==> config.mk <==
export PLATFORM = sky130hd
export DESIGN_NAME = roulette_wheel_selector_flat
export DESIGN_NICKNAME = d
export VERILOG_FILES = /design/src/rws_pkg.sv /design/src/rws_if.sv /design/src/roulette_wheel_selector.sv /design/src/flat_wrapper.sv
export SDC_FILE = /design/constraint.sdc
export NUM_CORES = 1
export LEC_CHECK = 0
export ABC_AREA = 1
export BUFFER_PORTS_ARGS = -buffer_cell sky130_fd_sc_hd__buf_2
export CAP_MARGIN = 20
export CORE_ASPECT_RATIO = 0.9
export CORE_UTILIZATION = 25
export CTS_CLUSTER_DIAMETER = 40
export CTS_CLUSTER_SIZE = 8
export DETAILED_ROUTE_END_ITERATION = 10
export RECOVER_POWER = 50
export SLEW_MARGIN = 40
export SYNTH_ARGS = -nofsm -noshare
export SYNTH_HDL_FRONTEND = slang
export SYNTH_SLANG_ARGS = --single-unit
==> constraint.sdc <==
create_clock -name clk -period 7.2 [get_ports clk]
set_input_delay 1.44 -clock clk [delete_from_list [all_inputs] [get_ports clk]]
set_output_delay 1.44 -clock clk [all_outputs]
set_load 0.005 [all_outputs]
==> src/rws_pkg.sv <==
// Shared widths, codes and word types of the roulette wheel selector.
package rws_pkg;

  // Field widths of the input and result words
  localparam int COST_W  = 16;
  localparam int DRAW_W  = 22;
  localparam int INDEX_W = 5;
  localparam int TOTAL_W = 22;

  // Weight of an entry: weight = max_cost + WEIGHT_MARGIN - cost; the worst entry gets WEIGHT_MARGIN
  localparam int WEIGHT_MARGIN = 5;

  // Defaults for the top-level parameters
  localparam int DEF_POP_SIZE  = 32;
  localparam int DEF_COST_BITS = 16;

  // Operation codes of an input word
  typedef enum logic {
    OP_LOAD = 1'b0,
    OP_DRAW = 1'b1
  } op_t;

  // Status codes of a result word
  typedef enum logic [1:0] {
    ST_LOADED = 2'd0,
    ST_PICKED = 2'd1,
    ST_MISS   = 2'd2,
    ST_FULL   = 2'd3
  } status_t;

endpackage

==> src/rws_if.sv <==
// Valid/ready channel interfaces for the input and result words.
interface rws_in_if
  import rws_pkg::*;
();
  logic              valid;
  logic              ready;
  op_t               op;
  logic [COST_W-1:0] cost_value;
  logic [DRAW_W-1:0] draw_value;

  modport source (output valid, output op, output cost_value, output draw_value,
                  input ready);
  modport sink   (input valid, input op, input cost_value, input draw_value,
                  output ready);
endinterface

interface rws_out_if
  import rws_pkg::*;
();
  logic               valid;
  logic               ready;
  status_t            status;
  logic [INDEX_W-1:0] picked_index;
  logic [TOTAL_W-1:0] total_weight;

  modport source (output valid, output status, output picked_index,
                  output total_weight, input ready);
  modport sink   (input valid, input status, input picked_index,
                  input total_weight, output ready);
endinterface

==> src/roulette_wheel_selector.sv <==
// Cost-based roulette wheel selector: cost store, marks, scan sequencer.
//
// Usage: in_ch carries words with op, cost_value and draw_value. A load word
// (op 0) appends one cost to the store; a draw word (op 1) walks the prefix
// sums of the weights (max_cost + 5 - cost) and marks the first unmarked
// entry whose prefix reaches draw_value. A load after draws starts a new set.
// out_ch returns one word per input word: status, picked_index and the
// current total weight.
// Sequence: a load goes from accept to S_DONE, which sets out_ch.valid. A draw
// goes to S_SCAN, steps through the entries up to the one it stops at, then to
// S_DONE; a draw on an empty store goes straight to S_DONE. The scan is paced
// by the single read port of the cost memory, which delivers one stored cost
// per cycle to the prefix adder.
// One word is in flight at a time: in_ch.ready rises again in the cycle the
// result is taken, so the next word is accepted at that same edge.
// Reset (rst_n low, synchronous) empties the store, clears all marks, the
// maximum, the sum and the draw phase; no clearing pass is needed.
// When out_ch stalls, the result holds in the output register and no new
// word is accepted until it is taken.
module roulette_wheel_selector
  import rws_pkg::*;
#(
  parameter int POP_SIZE  = DEF_POP_SIZE,
  parameter int COST_BITS = DEF_COST_BITS
) (
  input  logic      clk,
  input  logic      rst_n,
  rws_in_if.sink    in_ch,
  rws_out_if.source out_ch
);

  // Stored cost width: input field is 16 bits, only the low COST_BITS of it kept (at most 16)
  localparam int CW   = (COST_BITS < COST_W) ? COST_BITS : COST_W;
  localparam int IW   = $clog2(POP_SIZE);
  localparam int CNTW = $clog2(POP_SIZE + 1);
  localparam int SUMW = CW + CNTW;
  localparam int PW   = CW + 1 + CNTW;
  localparam int CMPW = (PW > DRAW_W) ? PW : DRAW_W;

  typedef enum logic [1:0] {
    S_IDLE,
    S_SCAN,
    S_DONE
  } state_t;

  state_t              state_r;
  logic [CNTW-1:0]     count_r;
  logic [CW-1:0]       max_r;
  logic [SUMW-1:0]     sum_r;
  logic                drawing_r;
  logic [POP_SIZE-1:0] marks_r;
  logic [IW-1:0]       j_r;
  logic [PW-1:0]       prefix_r;
  logic [DRAW_W-1:0]   draw_r;
  logic                out_valid_r;
  status_t             out_status_r;
  logic [INDEX_W-1:0]  out_index_r;
  logic [TOTAL_W-1:0]  out_total_r;

  // Cost memory, one read port with registered data
  logic [CW-1:0] mem [POP_SIZE];
  logic [CW-1:0] rd_data_r;

  logic            accept;
  logic            is_load;
  logic            full;
  logic [CW-1:0]   cost_in;
  logic [CNTW-1:0] base_count;
  logic [CW-1:0]   base_max;
  logic [SUMW-1:0] base_sum;
  logic            wr_en;
  logic [IW-1:0]   wr_addr;
  logic            rd_en;
  logic [IW-1:0]   rd_addr;
  logic [CW:0]     top;
  logic [PW-1:0]   prefix_nxt;
  logic            hit;
  logic            last;
  logic [PW-1:0]   total_full;

  // Handshake
  assign in_ch.ready         = (state_r == S_IDLE) && (!out_valid_r || out_ch.ready);
  assign accept              = in_ch.valid && in_ch.ready;
  assign out_ch.valid        = out_valid_r;
  assign out_ch.status       = out_status_r;
  assign out_ch.picked_index = out_index_r;
  assign out_ch.total_weight = out_total_r;

  // Load path: a load after draws starts from an empty set
  assign is_load    = (in_ch.op == OP_LOAD);
  assign cost_in    = CW'(in_ch.cost_value);
  assign base_count = drawing_r ? '0 : count_r;
  assign base_max   = drawing_r ? '0 : max_r;
  assign base_sum   = drawing_r ? '0 : sum_r;
  assign full       = (base_count == CNTW'(POP_SIZE));
  assign wr_en      = accept && is_load && !full;
  assign wr_addr    = base_count[IW-1:0];

  // Scan path: one stored cost per cycle into the prefix adder
  assign rd_en      = (accept && !is_load) || (state_r == S_SCAN);
  assign rd_addr    = (state_r == S_SCAN) ? j_r + IW'(1) : '0;
  assign top        = (CW + 1)'(max_r) + (CW + 1)'(WEIGHT_MARGIN);
  assign prefix_nxt = prefix_r + PW'(top) - PW'(rd_data_r);
  assign hit        = (CMPW'(draw_r) <= CMPW'(prefix_nxt)) && !marks_r[j_r];
  assign last       = ((CNTW'(j_r) + CNTW'(1)) == count_r);

  // Total weight from the settled state
  assign total_full = PW'(count_r) * PW'(top) - PW'(sum_r);

  // Memory: writes only on loads in idle, reads only on draws, never both
  always_ff @(posedge clk) begin
    if (wr_en) begin
      mem[wr_addr] <= cost_in;
    end
    if (rd_en) begin
      rd_data_r <= mem[rd_addr];
    end
  end

  // Sequencer, set state and output register
  always_ff @(posedge clk) begin
    if (!rst_n) begin
      state_r     <= S_IDLE;
      count_r     <= '0;
      max_r       <= '0;
      sum_r       <= '0;
      drawing_r   <= 1'b0;
      marks_r     <= '0;
      out_valid_r <= 1'b0;
    end else begin
      // Drop the result once taken
      if (out_valid_r && out_ch.ready) begin
        out_valid_r <= 1'b0;
      end
      case (state_r)
        S_IDLE: begin
          if (accept) begin
            out_index_r <= '0;
            if (is_load) begin
              state_r <= S_DONE;
              if (full) begin
                out_status_r <= ST_FULL;
              end else begin
                out_status_r <= ST_LOADED;
                count_r      <= base_count + CNTW'(1);
                max_r        <= (cost_in > base_max) ? cost_in : base_max;
                sum_r        <= base_sum + SUMW'(cost_in);
                drawing_r    <= 1'b0;
                if (drawing_r) begin
                  marks_r <= '0;
                end
              end
            end else begin
              drawing_r <= 1'b1;
              draw_r    <= in_ch.draw_value;
              j_r       <= '0;
              prefix_r  <= '0;
              if (count_r == '0) begin
                out_status_r <= ST_MISS;
                state_r      <= S_DONE;
              end else begin
                state_r <= S_SCAN;
              end
            end
          end
        end
        S_SCAN: begin
          // Mark the first reached unmarked entry, report a miss after the last, else advance
          if (hit) begin
            marks_r[j_r] <= 1'b1;
            out_status_r <= ST_PICKED;
            out_index_r  <= INDEX_W'(j_r);
            state_r      <= S_DONE;
          end else if (last) begin
            out_status_r <= ST_MISS;
            state_r      <= S_DONE;
          end else begin
            j_r      <= j_r + IW'(1);
            prefix_r <= prefix_nxt;
          end
        end
        S_DONE: begin
          out_total_r <= TOTAL_W'(total_full);
          out_valid_r <= 1'b1;
          state_r     <= S_IDLE;
        end
        default: begin
          state_r <= S_IDLE;
        end
      endcase
    end
  end

  // The store never holds more than POP_SIZE entries
  a_count_bound: assert property (@(posedge clk) disable iff (!rst_n)
    count_r <= CNTW'(POP_SIZE))
    else $error("loaded count above store depth");

  // A scan only visits loaded entries
  a_scan_in_range: assert property (@(posedge clk) disable iff (!rst_n)
    (state_r == S_SCAN) |-> (CNTW'(j_r) < count_r))
    else $error("scan index beyond loaded entries");

  // A reported pick leaves its entry marked
  a_pick_marked: assert property (@(posedge clk) disable iff (!rst_n)
    (out_valid_r && out_status_r == ST_PICKED && state_r == S_IDLE) |-> marks_r[j_r])
    else $error("picked entry not marked");

  // A dropped load leaves the set unchanged
  a_full_holds: assert property (@(posedge clk) disable iff (!rst_n)
    (accept && is_load && full) |=> (count_r == $past(count_r) && sum_r == $past(sum_r)))
    else $error("dropped load changed the set");

endmodule

==> src/flat_wrapper.sv <==
// flat-port wrapper written by rule: the top's interface ports become plain ports
module roulette_wheel_selector_flat import rws_pkg::*;
#(
  parameter int POP_SIZE  = DEF_POP_SIZE,
  parameter int COST_BITS = DEF_COST_BITS
)
  (clk, rst_n, in_ch_valid, in_ch_op, in_ch_cost_value, in_ch_draw_value, in_ch_ready, out_ch_valid, out_ch_status, out_ch_picked_index, out_ch_total_weight, out_ch_ready);
  rws_in_if in_ch_i ();
  rws_out_if out_ch_i ();
  input  logic clk;
  input  logic rst_n;
  input wire logic [$bits(in_ch_i.valid)-1:0] in_ch_valid;
  input wire logic [$bits(in_ch_i.op)-1:0] in_ch_op;
  input wire logic [$bits(in_ch_i.cost_value)-1:0] in_ch_cost_value;
  input wire logic [$bits(in_ch_i.draw_value)-1:0] in_ch_draw_value;
  output wire logic [$bits(in_ch_i.ready)-1:0] in_ch_ready;
  output wire logic [$bits(out_ch_i.valid)-1:0] out_ch_valid;
  output wire logic [$bits(out_ch_i.status)-1:0] out_ch_status;
  output wire logic [$bits(out_ch_i.picked_index)-1:0] out_ch_picked_index;
  output wire logic [$bits(out_ch_i.total_weight)-1:0] out_ch_total_weight;
  input wire logic [$bits(out_ch_i.ready)-1:0] out_ch_ready;
  assign in_ch_i.valid = in_ch_valid;
  assign in_ch_i.op = in_ch_op;
  assign in_ch_i.cost_value = in_ch_cost_value;
  assign in_ch_i.draw_value = in_ch_draw_value;
  assign in_ch_ready = in_ch_i.ready;
  assign out_ch_valid = out_ch_i.valid;
  assign out_ch_status = out_ch_i.status;
  assign out_ch_picked_index = out_ch_i.picked_index;
  assign out_ch_total_weight = out_ch_i.total_weight;
  assign out_ch_i.ready = out_ch_ready;
  roulette_wheel_selector #(.POP_SIZE(POP_SIZE), .COST_BITS(COST_BITS)) u_core (.clk(clk), .rst_n(rst_n), .in_ch(in_ch_i), .out_ch(out_ch_i));
endmodule
==> flow_summary.json, run 1 <==
{
  "start_kind": "register",
  "grt_max_degree": 133,
  "cp_max_fo": 106,
  "first_iter_violations": 2131,
  "whs_endpoint": "u_core.marks_r[30]$_SDFFE_PN0P_",
  "slew_headroom": -0.873,
  "async_flop_share": 0,
  "antenna_found_initial": 6,
  "num-nets-final": 3569,
  "slew_viol_final": 732,
  "status": "complete, but fails checks",
  "core_um2": 136000,
  "r2r_setup_slack_ns": 0.64,
  "synth_flop_cell": "edfxtp_1",
  "place_ws_ns": 1.16,
  "rr_worst_depth": 10,
  "period_share": 0.911,
  "leakage_nw": 14.3,
  "fin_util": 0.295,
  "tightestPinTransition_ns": 2.81,
  "place.port_buffers": 73,
  "met3_length_mm": 6.72,
  "die-height_um": 354,
  "clock.fmax_mhz": 153,
  "seq_area_frac_synth": 0.575,
  "vias": 24400,
  "synth.distinct_cells": 62,
  "post_route_cells_drive_above_1_share": 0.105,
  "num_rows": 128,
  "rsz0062_at_grt": "no",
  "wl_per_cell_um": 18.6,
  "holdWs_ns": 0.480,
  "syn_to_final_growth_pct": 16.6,
  "cts_buffers": 111,
  "synth_area_per_cell_um2": 10.7,
  "crit_path_max_incr_delay_ns": 1.88,
  "clk_latency_ns": 0.70,
  "drt_pass1_iterations": 5,
  "multi_input_area_um2": 12900,
  "postRouteWirelength_mm": 96.6,
  "cp.arrival_ns": 6.90,
  "fillers": 13800,
  "synth_nets": 3471,
  "r2r-start": "u_core.state_r[0]$_SDFFE_PN0P_",
  "hold_viol_final": 0,
  "drc": 0,
  "start_util": 0.253,
  "synth_warnings": 0,
  "ant_nets": 0,
  "synth_seq_cells": 687,
  "critPathCaptureType": "register",
  "die-area_um2": 139000,
  "clock-sinks": 687,
  "cts-root-buf": "clkbuf_16",
  "holdBufCountCts": 0,
  "fin_crit_ns": 6.56,
  "hold_depth": 2,
  "min_from": "u_core.marks_r[30]$_SDFFE_PN0P_",
  "slowest_stage": "nor2_1",
  "cts_tree": "built",
  "grt_pass1_vias": 23600,
  "crit_chain": "inv_1 > nor2_1 > inv_4 > nor2_1 > inv_8 > buf_4 > nand2_1 > a21oi_1 > o311ai_0 > a31oi_1",
  "layout_setup_ws_ns": 0.644,
  "path_clk_slew_ns": 0.05,
  "finalSetupViolCount": 0,
  "maxCapViolations": 21,
  "path_common_cell": "nor2_1",
  "r2r-end": "u_core.rd_data_r[4]$_DFFE_PP_",
  "wl_met2_mm": 44.1,
  "worstPathRequired_ns": 7.55,
  "grt_overflow": 0,
  "hpwl_mm": 61.5,
  "postCtsSetupBuffers": 0,
  "seq_area_um2": 19800,
  "gp_congestion": 0.853,
  "failed_checks": "max-capacitance violations, max-slew violations",
  "dr.max_layer_used": "met5",
  "vias_per_cell": 4.70,
  "clk_path_buf_depth": 3,
  "hp-class": "reg2reg",
  "power.density_nw_per_um2": 283,
  "pin_count": 74,
  "die_w_um": 393,
  "synth_edf_count": 607,
  "htreeDepth": 3,
  "synthesis.area_um2": 34500,
  "cts_resized": 0,
  "fin_skew_ns": 0.0663,
  "grt_pass1_wl_mm": 146,
  "synthCells": 3210,
  "wl_met1_mm": 43.1,
  "worstSetupPathType": "reg2reg",
  "setup_tns_ns": 0,
  "ir_worst_vdd_uv": 219,
  "grtUsageTotal": 0.136
}
## cell usage in the layout (no fill, tap or decap), types with 80 or more instances in the layout
cell	count
nand3_1	103
o21ai_0	240
dfxtp_1	80
nor2_1	388
clkbuf_16	111
a21oi_1	232
ha_1	122
edfxtp_1	607
fa_1	96
nand2_1	464
inv_1	252
## sequential cells by signal, indices dropped and copies added (netlist names)
name	count
u_core.sum_r	22
u_core.out_ch.total_weight	22
u_core.draw_r	22
u_core.state_r	2
u_core.rd_data_r	16
u_core.marks_r	32
u_core.drawing_r	1
u_core.max_r	16
u_core.out_ch.valid	1
u_core.count_r	6
u_core.out_ch.picked_index	5
u_core.j_r	5
u_core.out_ch.status	2
u_core.mem	512
u_core.prefix_r	23
## final cells by class
type,count,share of cell area
multi-input cells,2093,0.321
clock buffers,133,0.0717
repair buffers,146,0.0205
well taps,1820,0.0567
flip-flops and latches,687,0.494
clock inverters,33,0.0107
diodes,2,0.000125
inverters,269,0.0254
## layer usage
layer  track usage  vias up
met4        0.0467        2
met2         0.216      870
li1              -    11400
met3        0.0238      176
met1         0.185    11900
met5             0        -
## report_power, final
group,internal (W),leakage [nW],switching [W]
clock,0.00294,1.58,0.00183
sequential,0.00451,6.13,0.0000740
combinational,0.000666,6.54,0.00134
## worst max-delay path by stage
stage                                   start                                 to  slack (ns)  depth (start not counted)
4_1_cts          u_core.max_r[0]$_SDFFE_PN0P_            u_core.j_r[3]$_DFFE_PP_        1.14                         34
2_1_floorplan    u_core.max_r[0]$_SDFFE_PN0P_            u_core.j_r[0]$_DFFE_PP_        1.58                         32
3_5_place_dp     u_core.max_r[0]$_SDFFE_PN0P_  u_core.prefix_r[16]$_SDFFCE_PN0P_        1.16                         34
6_report       u_core.state_r[0]$_SDFFE_PN0P_      u_core.rd_data_r[4]$_DFFE_PP_        0.64                         10
5_1_grt        u_core.state_r[0]$_SDFFE_PN0P_      u_core.rd_data_r[8]$_DFFE_PP_        0.25                         12
3_3_place_gp     u_core.max_r[0]$_SDFFE_PN0P_  u_core.prefix_r[17]$_SDFFCE_PN0P_        1.22                         34
## cells in the mapped netlist (all sizes together), types with 32 or more instances
cell / count / share of area
nand2: 472 / 0.052
edfxtp: 607 / 0.53
o211ai: 77 / 0.017
o22ai: 33 / 0.0060
dfxtp: 80 / 0.046
buf: 74 / 0.012
o21ai: 253 / 0.037
ha: 122 / 0.044
xor2: 33 / 0.0086
nor2: 402 / 0.045
fa: 96 / 0.056
o221ai: 40 / 0.010
or2: 61 / 0.011
inv: 268 / 0.029
clkbuf: 87 / 0.0095
nor3: 32 / 0.0056
nand3: 106 / 0.016
a21oi: 234 / 0.034
## logic make-up (layout without fill, tap and decap cells)
logic type,count (synthesis),after routing,synth area share
other,0,2,0
adder cells (fa/ha/maj),218,218,0.100
AND/OR/NAND/NOR,1096,1096,0.135
buffers and inverters,430,581,0.0507
XOR/XNOR,63,63,0.0162
multiplexers,4,4,0.00116
AO/OA/AOI/OAI,712,712,0.121
flip-flops,687,687,0.575
## through the flow
| step | std cells | instance area (um2) | total power [W] |
|---|---|---|---|
| 3_5_place_dp | 5015 | 37000 | 0.00667 |
| 6_report | 5183 | 40200 | 0.0114 |
| 4_1_cts | 5181 | 40300 | 0.0114 |
| 3_3_place_gp | 5015 | 37000 | 0.00664 |
| 5_1_grt | 5183 | 40200 | 0.0119 |
| 2_1_floorplan | 3210 | 34500 | 0.00604 |
## critical path, delay by kind of cell, from the launching register on
family                 cells  cell delay, ns
AOI/OAI and AO/OA          3            1.18
buffers and inverters      4            1.66
DFF                        1            0.35
and+or+nand+nor            3            2.94
(Power assumes the default switching activity.)
==> inputs of run 2 (changes only) <==
--- a/config.mk
+++ b/config.mk
@@ -12,5 +12,5 @@
 export CORE_UTILIZATION = 25
 export CTS_CLUSTER_DIAMETER = 40
-export CTS_CLUSTER_SIZE = 8
+export CTS_CLUSTER_SIZE = 10
 export DETAILED_ROUTE_END_ITERATION = 10
 export RECOVER_POWER = 50
==> constraint.sdc (replaced) <==
create_clock -name clk -period 7.2 [get_ports clk]
set_input_delay 0.36 -clock clk [delete_from_list [all_inputs] [get_ports clk]]
set_output_delay 0.36 -clock clk [all_outputs]
set_load 0.005 [all_outputs]
==> run 2 against run 1 <==
  * The run still ends with max-capacitance violations, max-slew violations left
  * Combinational power about the same
  * Hold slack worse by 0.37 ns
  * Wire length is essentially flat
  * Critical endpoint is now u_core.rd_data_r[2]$_DFFE_PP_
  * Global-route usage hardly changed
==> flow_summary.json, run 2 (synthesis results as in run 1) <==
{
  "status": "complete, but fails checks",
  "failed_checks": "max-capacitance violations, max-slew violations",
  "slew_headroom": -0.851,
  "fillers": 13800,
  "rr_worst_depth": 7,
  "postRouteWirelength_mm": 96.6,
  "crit_chain": "inv_1 > nor2_1 > inv_4 > nor2_2 > clkbuf_1 > o211ai_1 > a31oi_1",
  "gp_congestion": 0.853,
  "htreeDepth": 3,
  "largest_reg_flops": 512,
  "hold_viol_final": 0,
  "tightestPinTransition_ns": 2.78,
  "final_common_cell": "edfxtp_1",
  "worstPathRequired_ns": 7.64,
  "slowest_stage": "nor2_1",
  "ant_nets": 0,
  "clock-sinks": 687,
  "die-height_um": 354,
  "hp-class": "in2reg",
  "layout_common_cells": "edfxtp_1, nand2_1, nor2_1, inv_1, o21ai_0",
  "grt_max_degree": 133,
  "path_delay_family": "buffers and inverters",
  "fin_skew_ns": 0.0711,
  "leakage_nw": 14.3,
  "path_buf_inv": 3,
  "post_route_cells_drive_above_1_share": 0.102,
  "syn_to_final_growth_pct": 16.7,
  "clk_latency_ns": 0.67,
  "antenna_found_initial": 13,
  "drc": 0,
  "worstSetupPathType": "reg2reg",
  "crit_path_max_incr_delay_ns": 1.86,
  "fin_crit_ns": 6.40,
  "worst-path-stages": 7,
  "r2r_setup_slack_ns": 0.80,
  "dpl_cell_area_um2": 37000,
  "r2r-end": "u_core.rd_data_r[2]$_DFFE_PP_",
  "grt_pass1_vias": 23500,
  "hpwl_mm": 61.5,
  "num_rows": 128,
  "reg_top3": "u_core.mem (512), u_core.marks_r (32), u_core.prefix_r (23)",
  "grt_overflow": 0,
  "grt_pass1_wl_mm": 146,
  "start_util": 0.253,
  "rsz0062_at_grt": "no",
  "num-nets-final": 3580,
  "r2r-start": "u_core.state_r[0]$_SDFFE_PN0P_",
  "first_iter_violations": 2119,
  "cts_tree": "built",
  "cts_resized": 0,
  "critical_path.startpoint": "u_core.state_r[0]$_SDFFE_PN0P_",
  "cp_max_fo": 37,
  "setup_tns_ns": 0,
  "vias": 24400,
  "ir_worst_vdd_uv": 213,
  "cts-root-buf": "clkbuf_16",
  "critPathCaptureType": "register",
  "grtUsageTotal": 0.136,
  "core_um2": 136000,
  "power.density_nw_per_um2": 277,
  "cp.arrival_ns": 6.84,
  "start_kind": "register",
  "drt_pass1_iterations": 5,
  "wl_per_cell_um": 18.6,
  "pin_count": 74,
  "finalSetupViolCount": 0,
  "clk_path_buf_depth": 3,
  "die_w_um": 393,
  "largest_register": "u_core.mem",
  "slew_viol_final": 753,
  "clock.fmax_mhz": 156,
  "maxCapViolations": 22,
  "vias_per_cell": 4.69,
  "path_clk_slew_ns": 0.05,
  "crit_path_end": "u_core.rd_data_r[2]$_DFFE_PP_",
  "postLayoutCellArea_um2": 40200,
  "period_share": 0.889,
  "cts_buffers": 98,
  "die-area_um2": 139000,
  "place.port_buffers": 73
}
run 2: cell type report:
| type | instances | area [um2] | area share |
|---|---|---|---|
| inverters | 269 | 1020 | 0.0254 |
| diodes | 7 | 17.5 | 0.000435 |
| repair buffers | 170 | 1070 | 0.0267 |
| well taps | 1820 | 2280 | 0.0566 |
| flip-flops and latches | 687 | 19800 | 0.493 |
| clock inverters | 42 | 546 | 0.0136 |
| clock buffers | 117 | 2550 | 0.0635 |
| multi-input cells | 2093 | 12900 | 0.321 |
run 2: worst register-to-register path, delay by kind of cell (launching register included):
family                 cells  cell delay, ns
flip-flops                 1            0.35
AND/OR/NAND/NOR            2            2.21
AO/OA/AOI/OAI              2            1.19
buffers and inverters      3            2.44
run 2: worst min path at each step:
| stage | start | to | slack [ns] | cells past startpoint |
|---|---|---|---|---|
| global route | in_ch_op | u_core.out_ch.status[0]$_DFFE_PP_ | 0.08 | 2 |
| detailed placement | u_core.marks_r[30]$_SDFFE_PN0P_ | u_core.marks_r[30]$_SDFFE_PN0P_ | 0.47 | 2 |
| finish | in_ch_op | u_core.out_ch.status[0]$_DFFE_PP_ | 0.11 | 2 |
| global placement | u_core.marks_r[25]$_SDFFE_PN0P_ | u_core.marks_r[25]$_SDFFE_PN0P_ | 0.46 | 2 |
| CTS | in_ch_op | u_core.out_ch.status[0]$_DFFE_PP_ | 0.06 | 2 |
| floorplan | u_core.marks_r[10]$_SDFFE_PN0P_ | u_core.marks_r[10]$_SDFFE_PN0P_ | 0.45 | 2 |
run 2: layer usage:
layer / up-vias / routed length (um) / part of all wire / global-route usage
met5: - / 69 / 0.00071 / 0
met3: 199 / 7380 / 0.076 / 0.0299
met4: 10 / 3380 / 0.035 / 0.0538
met2: 864 / 43500 / 0.45 / 0.213
li1: 11500 / - / - / -
met1: 11900 / 42300 / 0.44 / 0.181
run 2: per-stage QoR:
stage | util | instances | hold WS (ns) | total power [W] | setup WS (ns)
final | 0.296 | 5205 | 0.110 | 0.0111 | 0.803
after global routing | 0.296 | 5202 | 0.0783 | 0.0117 | 0.313
after CTS | 0.297 | 5197 | 0.0578 | 0.0112 | 1.15
after detailed placement | 0.272 | 5015 | 0.469 | 0.00667 | 1.16
after global placement | 0.272 | 5015 | 0.461 | 0.00664 | 1.22
after floorplan | - | 3210 | 0.452 | 0.00604 | 1.58
run 2: timing repair:
action | CTS | global route
endpoints found under the hold margin | 23 | 0
buffers inserted | 0 | 0
hold buffers | 23 | 0
run 2: report_power, final:
group          internal [W]  leakage, nW  switching, W  total (W)
logic              0.000675         6.64       0.00134    0.00202
clock network       0.00275         1.49       0.00179    0.00454
registers           0.00451         6.13     0.0000742    0.00458
==> inputs of run 3 (changes only) <==
- CORE_ASPECT_RATIO: 0.9 -> not set
==> run 3 against run 2 <==
  * The run still ends with max-capacitance violations, max-slew violations left
  * Largest cell class unchanged
  * First-iteration DRC count rose by 0.57%
  * Total power grew 2.0%
  * Critical path depth up 26
  * Highest routed layer unchanged
  * Global-route usage decreased by 0.28 points
  * Clock power up 5.3%
  * Design area increased by 0.25%
  * Sequential cell count is the same
  * Sequential power about the same
==> flow_summary.json, run 3 (synthesis results as in run 1) <==
{
  "status": "complete, but fails checks",
  "failed_checks": "max-capacitance violations, max-slew violations",
  "clock-sinks": 687,
  "hold_viol_final": 0,
  "worstPathRequired_ns": 7.51,
  "final_cells": 5171,
  "final_common_cell": "edfxtp_1",
  "syn_to_final_growth_pct": 17.0,
  "num-nets-final": 3582,
  "drt_pass1_iterations": 6,
  "rr_worst_depth": 33,
  "clk_latency_ns": 0.67,
  "leakage_nw": 14.4,
  "clock.fmax_mhz": 157,
  "start_kind": "register",
  "slew_viol_final": 732,
  "ir_worst_vdd_uv": 170,
  "place.port_buffers": 73,
  "layout_setup_ws_ns": 0.810,
  "grt_overflow": 0,
  "crit_path_max_incr_delay_ns": 0.52,
  "holdWs_ns": 0.0458,
  "cts_tree": "built",
  "finalSetupViolCount": 0,
  "hp-class": "in2reg",
  "cp.arrival_ns": 6.70,
  "slew_headroom": -0.813,
  "gp_congestion": 0.860,
  "period_share": 0.887,
  "htreeDepth": 3,
  "antenna_found_initial": 6,
  "num_rows": 135,
  "maxCapViolations": 21,
  "hold_depth": 4,
  "rsz0062_at_grt": "no",
  "post_route_cells_drive_above_1_share": 0.105,
  "postRouteWirelength_mm": 95.3,
  "die-height_um": 373,
  "vias": 24500,
  "cts-root-buf": "clkbuf_16",
  "path_common_cell": "nand2_1",
  "place_ws_ns": 0.753,
  "r2r-start": "u_core.max_r[0]$_SDFFE_PN0P_",
  "die_w_um": 373,
  "drc": 0,
  "fin_crit_ns": 6.39,
  "whs_endpoint": "u_core.out_ch.valid$_SDFFE_PN0P_",
  "path_clk_slew_ns": 0.05,
  "ant_nets": 0,
  "fillers": 13900,
  "vias_per_cell": 4.73,
  "worstSetupPathType": "reg2reg",
  "cts_buffers": 103,
  "r2r-end": "u_core.prefix_r[18]$_SDFFCE_PN0P_",
  "power.density_nw_per_um2": 282,
  "grt_max_degree": 161,
  "start_util": 0.253,
  "diodes": 0,
  "largest_register": "u_core.mem",
  "grtUsageTotal": 0.133,
  "pin_count": 74,
  "fin_skew_ns": 0.0530,
  "core_um2": 136000,
  "hpwl_mm": 58.7,
  "first_iter_violations": 2131,
  "cp_max_fo": 28,
  "wl_per_cell_um": 18.4,
  "tightestPinTransition_ns": 2.72,
  "r2r_setup_slack_ns": 0.81,
  "slowest_stage": "fa_1",
  "grt_pass1_vias": 23800,
  "critPathCaptureType": "register",
  "grt_pass1_wl_mm": 145,
  "clk_path_buf_depth": 3,
  "setup_tns_ns": 0,
  "dp_cells": 4975,
  "die-area_um2": 139000,
  "reg_top3": "u_core.mem (512), u_core.marks_r (32), u_core.prefix_r (23)",
  "min_from": "out_ch_ready",
  "layout_common_cells": "edfxtp_1, nand2_1, nor2_1, inv_1, o21ai_0",
  "largest_reg_flops": 512
}
[run 3: cell type report]
class / instances / area [um2] / share of cell area
sequential: 687 / 19800 / 0.492
multi-input combinational: 2093 / 12900 / 0.320
clock buffer: 117 / 2650 / 0.0658
tap: 1781 / 2230 / 0.0553
timing repair buffer: 167 / 1070 / 0.0265
inverter: 269 / 1020 / 0.0254
clock inverter: 57 / 614 / 0.0152
[run 3: worst max path at each step]
stage                                       startpoint                                end  slack (ns)
after global routing      u_core.max_r[0]$_SDFFE_PN0P_  u_core.prefix_r[11]$_SDFFCE_PN0P_        0.11
after floorplan           u_core.max_r[0]$_SDFFE_PN0P_            u_core.j_r[0]$_DFFE_PP_        1.58
after detailed placement  u_core.max_r[0]$_SDFFE_PN0P_  u_core.prefix_r[21]$_SDFFCE_PN0P_        0.75
after CTS                 u_core.max_r[0]$_SDFFE_PN0P_  u_core.prefix_r[11]$_SDFFCE_PN0P_        0.68
final                     u_core.max_r[0]$_SDFFE_PN0P_  u_core.prefix_r[18]$_SDFFCE_PN0P_        0.81
after global placement    u_core.max_r[0]$_SDFFE_PN0P_  u_core.prefix_r[22]$_SDFFCE_PN0P_        0.83
[run 3: critical path: cells and delay by family (launching register included)]
kind / cells / cell delay (ns)
buffers and inverters: 5 / 0.68
adder cells (fa/ha/maj): 4 / 1.44
AND/OR/NAND/NOR: 18 / 1.99
XOR/XNOR: 2 / 0.60
AO/OA/AOI/OAI: 4 / 0.81
flip-flops: 1 / 0.46
[run 3: what timing repair did]
action	in CTS	in global routing
setup buffers	0	0
endpoints found under the setup margin	0	28
endpoints found under the hold margin	22	0
gates resized for setup	0	1
hold buffers	22	0
[run 3: power breakdown]
group	switching [W]	internal (W)
Sequential	0.0000651	0.00451
Combinational	0.00134	0.000673
Clock	0.00185	0.00293
Total	0.00326	0.00811
[run 3: through the flow]
step / cell area (um2) / total power [W] / utilization
detailed placement: 37000 / 0.00666 / 0.272
floorplan: 34500 / 0.00604 / -
CTS: 40500 / 0.0115 / 0.297
global placement: 36900 / 0.00662 / 0.271
finish: 40300 / 0.0114 / 0.296
global route: 40300 / 0.0119 / 0.296
[run 3: per-layer routing]
layer / vias to the layer above / track usage / wire (um) / share of wire
met2: 811 / 0.213 / 42700 / 0.45
li1: 11500 / - / - / -
met3: 158 / 0.0220 / 6490 / 0.068
met4: 4 / 0.0382 / 2600 / 0.027
met5: - / 0 / 27 / 0.00028
met1: 12000 / 0.184 / 43400 / 0.46
